**src/rtl/qsf_pkg.sv**
```systemverilog
// Shared types, constants and arithmetic helpers of the quadratic spline flattener.
`default_nettype none
package qsf_pkg;

   localparam int COORD_WIDTH    = 32;
   localparam int FRAC_BITS      = 12;
   localparam int STACK_DEPTH    = 20;
   localparam int THR_WIDTH      = 31;
   localparam int BUDGET_WIDTH   = 6;
   localparam int CSR_IDX_WIDTH  = 2;
   localparam int CSR_DATA_WIDTH = 32;
   localparam int FLAT_UNITS     = 5;
   localparam int BUDGET_MAX     = 61;
   localparam int CMD_FIFO_DEPTH = 2;

   localparam int FILL_WIDTH = $clog2(STACK_DEPTH + 1);
   localparam int IDX_WIDTH  = (STACK_DEPTH > 1) ? $clog2(STACK_DEPTH) : 1;
   localparam int MAG_WIDTH  = (COORD_WIDTH + 1 > THR_WIDTH) ? COORD_WIDTH + 1 : THR_WIDTH;

   localparam logic [THR_WIDTH-1:0] THR_RESET =
      THR_WIDTH'(FLAT_UNITS) << FRAC_BITS;
   localparam logic [BUDGET_WIDTH-1:0] BUDGET_RESET = BUDGET_WIDTH'(BUDGET_MAX);

   localparam logic [CSR_IDX_WIDTH-1:0] CSR_FLAT_THRESHOLD = CSR_IDX_WIDTH'(0);
   localparam logic [CSR_IDX_WIDTH-1:0] CSR_POP_BUDGET     = CSR_IDX_WIDTH'(1);

   typedef logic signed [COORD_WIDTH-1:0] coord_type;

   typedef struct packed {
      coord_type a_x;
      coord_type a_y;
      coord_type b_x;
      coord_type b_y;
      coord_type c_x;
      coord_type c_y;
      coord_type d_x;
      coord_type d_y;
   } seg_type;

   typedef enum logic [1:0] {
      CMD_POINT,
      CMD_TAIL,
      CMD_SEGMENT
   } kind_type;

   typedef struct packed {
      kind_type  kind;
      logic      fin;
      coord_type pt_x;
      coord_type pt_y;
      seg_type   seg;
   } cmd_type;

   typedef enum logic [2:0] {
      ST_IDLE,
      ST_POP,
      ST_EMIT_MID,
      ST_TAIL_END,
      ST_TAIL_POINT,
      ST_FLUSH
   } back_state_type;

   function automatic coord_type halve(input coord_type a, input coord_type b);
      logic signed [COORD_WIDTH:0] s;
      s = {a[COORD_WIDTH-1], a} + {b[COORD_WIDTH-1], b};
      return s[COORD_WIDTH:1];
   endfunction

   function automatic logic is_close(input coord_type a, input coord_type b,
                                     input logic [THR_WIDTH-1:0] thr);
      logic signed [COORD_WIDTH:0] d;
      logic [COORD_WIDTH:0]        m;
      d = {a[COORD_WIDTH-1], a} - {b[COORD_WIDTH-1], b};
      m = d[COORD_WIDTH] ? (COORD_WIDTH+1)'(0) - d : d;
      return MAG_WIDTH'(m) < MAG_WIDTH'(thr);
   endfunction

endpackage
`default_nettype wire

```
**src/rtl/qsf_cmd_fifo.sv**
```systemverilog
// Short command queue between the point classifier and the subdivision engine.
`default_nettype none
module qsf_cmd_fifo import qsf_pkg::*; (
   input  wire logic    clock,
   input  wire logic    reset,
   input  wire logic    push_valid,
   input  wire cmd_type push_data,
   output logic         push_ready,
   output logic         pop_valid,
   output cmd_type      pop_data,
   input  wire logic    pop_ready
);
   localparam int PTR_WIDTH = (CMD_FIFO_DEPTH > 1) ? $clog2(CMD_FIFO_DEPTH) : 1;
   localparam int CNT_WIDTH = $clog2(CMD_FIFO_DEPTH + 1);

   cmd_type                entry_ff [CMD_FIFO_DEPTH];
   logic [PTR_WIDTH-1:0]   wr_ptr_ff, wr_ptr_in, rd_ptr_ff, rd_ptr_in;
   logic [CNT_WIDTH-1:0]   count_ff, count_in;
   logic                   do_push, do_pop;

   assign push_ready = (count_ff != CNT_WIDTH'(CMD_FIFO_DEPTH));
   assign pop_valid  = (count_ff != '0);
   assign pop_data   = entry_ff[rd_ptr_ff];
   assign do_push    = push_valid && push_ready;
   assign do_pop     = pop_valid && pop_ready;

   always_comb begin
      wr_ptr_in = wr_ptr_ff;
      rd_ptr_in = rd_ptr_ff;
      count_in  = count_ff;
      if (do_push) begin
         wr_ptr_in = (wr_ptr_ff == PTR_WIDTH'(CMD_FIFO_DEPTH - 1)) ? '0 : wr_ptr_ff + 1'b1;
      end
      if (do_pop) begin
         rd_ptr_in = (rd_ptr_ff == PTR_WIDTH'(CMD_FIFO_DEPTH - 1)) ? '0 : rd_ptr_ff + 1'b1;
      end
      if (do_push && !do_pop) begin
         count_in = count_ff + 1'b1;
      end else if (do_pop && !do_push) begin
         count_in = count_ff - 1'b1;
      end
   end

   always_ff @(posedge clock) begin
      if (reset) begin
         wr_ptr_ff <= '0;
         rd_ptr_ff <= '0;
         count_ff  <= '0;
      end else begin
         wr_ptr_ff <= wr_ptr_in;
         rd_ptr_ff <= rd_ptr_in;
         count_ff  <= count_in;
      end
   end

   always_ff @(posedge clock) begin
      if (do_push) begin
         entry_ff[wr_ptr_ff] <= push_data;
      end
   end
endmodule
`default_nettype wire

```
**config.mk**
```make
export PLATFORM = sky130hd
export DESIGN_NAME = qsf_cmd_fifo
export DESIGN_NICKNAME = d
export VERILOG_FILES = /design/src/rtl/qsf_pkg.sv /design/src/rtl/qsf_cmd_fifo.sv
export SDC_FILE = /design/constraint.sdc
export NUM_CORES = 1
export LEC_CHECK = 0
export BUFFER_PORTS_ARGS = -buffer_cell sky130_fd_sc_hd__buf_2
export CAP_MARGIN = 20
export CORE_AREA = 5 5 249 251
export CTS_CLUSTER_DIAMETER = 30
export DETAILED_ROUTE_END_ITERATION = 10
export DIE_AREA = 0 0 254 256
export HOLD_SLACK_MARGIN = 0.12
export PLACE_DENSITY = 0.75
export SYNTH_ARGS = -nofsm -noshare
export SYNTH_HDL_FRONTEND = slang
export SYNTH_SLANG_ARGS = --single-unit
```
**constraint.sdc**
```tcl
create_clock -name clock -period 12.7 [get_ports clock]
set_clock_uncertainty 0.2 [all_clocks]
set_input_delay 1.27 -clock clock [delete_from_list [all_inputs] [get_ports clock]]
set_output_delay 1.27 -clock clock [all_outputs]
set_load 0.02 [all_outputs]
```
==> metrics.cfg <==
[synth]
ys_seq_elements=651
synth.top_cells.by_area=edfxtp_1 (79%), mux2_4 (16%), mux2_2 (2.4%)
syn-instance-count=1029
synthesis.nets=1357
ys_warn_count=0
yosysUniqueCellTypes=19
synth_top_area_cell=edfxtp_1
synth_top_area_share_pct=78.7
syn_avg_cell_area_um2=24.0
syn_area_um2=24600
synth.yosys.seq_area_share_pct=79.1

[global_route]
grt_pass1_wl_mm=83.5
antenna_found_initial=17
grtUsageTotal_pct=16.9
grt_max_degree=132
grt_overflow=0
grt_pass1_vias=13800

[floorplanning]
rows=90
initial_core_util_pct=41.3
dieArea_um2=65000
num_io_pins=652
die_h_um=256
core_um2=59700
die_w_um=254

[status]
outcome=completed

[placement]
gp_congestion=0.812
place_worst_setup_slack_ps=7830
port_buffers=651
dpl_cell_area_um2=28600
hpwl_mm=38.3

[worst_hold_path]
holdCritStartpoint=count_ff[1]
whs_endpoint=count_ff[1]
min_path_cells=2
hp-class=flop to flop

[finish]
layout_common_cells=buf_2 (651), edfxtp_1 (646), mux2_4 (270)
areaGrowthSynthToFinish_pct=32.6
final_common_cell=buf_2
final_nets=2095
num-fill-cells=4513
stdcell_area_um2=32700
regArea_um2=19500
drive_gt1_share_pct=63.7
multi_input_area_um2=4770

[run]
drv_cap=0

[power_and_ir_drop]
netSwitchingFraction_pct=29.1
switchingPower_mw=2.25
internal-power_mw=5.50
combinationalPowerShare_pct=24.1
pwr-share-seq_pct=36.1
clockPowerShare_pct=39.8
power_density_nw_per_um2=237
p_leak_nw=12.8
ir_drop_uv=196
power_mw=7.75

[worst_setup_path]
cp_data_arrival_time_ps=3300
end_kind=output pin
reg2reg_slack_ps=8930
reg2reg_depth=4
cp_max_fo=131
worst-path-buf-inv=2
r2r-start=count_ff[0]
cp.required_ps=11230
slowest_stage=dfxtp_4
crit_type=flop to output pin
max_stage_delay_ps=1080
cp_cell_sequence=buf_12 > mux2_4 > buf_2
path_delay_family=flip-flops
r2r-end=entry_ff[1][34]
path_depth=3
start_kind=flop

[sta]
fin_crit_sh_pct=37.5
hold_viol=0
min_period_ps=4770
setup-tns-final_ps=0
drv_slew=0
fin_ws_ps=7930
fmax_mhz=210
hold_slack_ps=318
setup_violations=0
slew-limit-headroom_pct=17.6
worstMarginPinSlew_ps=1240
rsz0062_at_grt=false

[routing]
wl_per_cell_um=21.9
vias=12800
drtPass1Iterations=4
postRouteAntennaNets=0
drc=0
viasPerCell=4.80
wirelength_mm=58.3
drt_iter0_markers=783

[clocking]
worstSkewPairLatency_ps=630
cts_post_setup_buffers_inserted=0
cts_tree=done
htree_levels=3
clock-sinks=651
path_clk_slew_ps=50
cts_resized=0
cts_buffer_depth=3
cts_hold_buf=0
numCtsBuffers=111
clock-root-buffer=clkbuf_16

-- stage by stage --
step	util, %	instances
6_report	54.7	2664
2_1_floorplan	-	1029
3_3_place_gp	47.9	2435
3_5_place_dp	47.9	2435
5_1_grt	54.7	2663
4_1_cts	54.6	2646
-- sequential cells by signal, summed over array words and instances (netlist names), named ones only --
signal	count
entry_ff	646
count_ff	2
rd_ptr_ff	1
wr_ptr_ff	1
-- worst register-to-register path: cells and delay by family (launching register included) --
| family | cells | cell delay, ps |
|---|---|---|
| and+or+nand+nor | 2 | 770 |
| DFF | 1 | 420 |
| buffers and inverters | 2 | 1890 |
-- layout make-up --
class                   count  area share [%]
clock buffers             120            8.73
diodes                     17           0.130
well taps                 782            2.99
inverters                   1          0.0345
repair buffers            661            10.3
multi-input cells         341            14.6
flip-flops and latches    651            59.7
clock inverters            91            3.47
-- power groups by stage --
stage          logic [mW]  registers, mW  clock network (mW)
2_1_floorplan        1.36           2.87                   0
3_3_place_gp         1.84           2.82                   0
3_5_place_dp         1.86           2.84                   0
4_1_cts              1.87           2.80                3.14
5_1_grt              1.94           2.82                3.26
6_report             1.87           2.79                3.09
-- cells in the mapped netlist (all sizes together) --
cell    instances
edfxtp        646
mux2          323
buf            36
dfxtp           5
nor2            3
xor2            3
a21oi           2
o21ai           2
a21bo           1
and2            1
and3            1
ha              1
inv             1
nand2b          1
nand3b          1
or2             1
or3             1
-- worst max path at each step --
stage | end | startpoint
after floorplan | entry_ff[1][0] | push_valid
after CTS | pop_data[1] | flop
after detailed placement | entry_ff[0][184] | push_valid
after global routing | pop_data[43] | flop
after global placement | entry_ff[0][34] | push_valid
final | pop_data[143] | flop
-- cells by family (layout without fill, tap and decap cells) --
group           count (synthesis)  in the layout  synth area share [%]
flops                         651            651                  79.1
mux                           323            323                  18.9
buf+inv                        37            873                  1.53
simple gates                    9              9                 0.203
compound gates                  5              5                 0.122
xor+xnor                        3              3                 0.107
fa+ha+maj                       1              1                0.0508
other cells                     0             17                     0
-- metal layers --
| layer | track usage (%) | share of wire [%] | wire [um] |
|---|---|---|---|
| met1 | 18.6 | 36 | 20900 |
| met5 | 0 | 0.012 | 7 |
| met3 | 4.82 | 7.1 | 4110 |
| met4 | 8.17 | 3.7 | 2170 |
| met2 | 30.0 | 53 | 31100 |
Note: power is estimated with default switching activity, not from simulation.
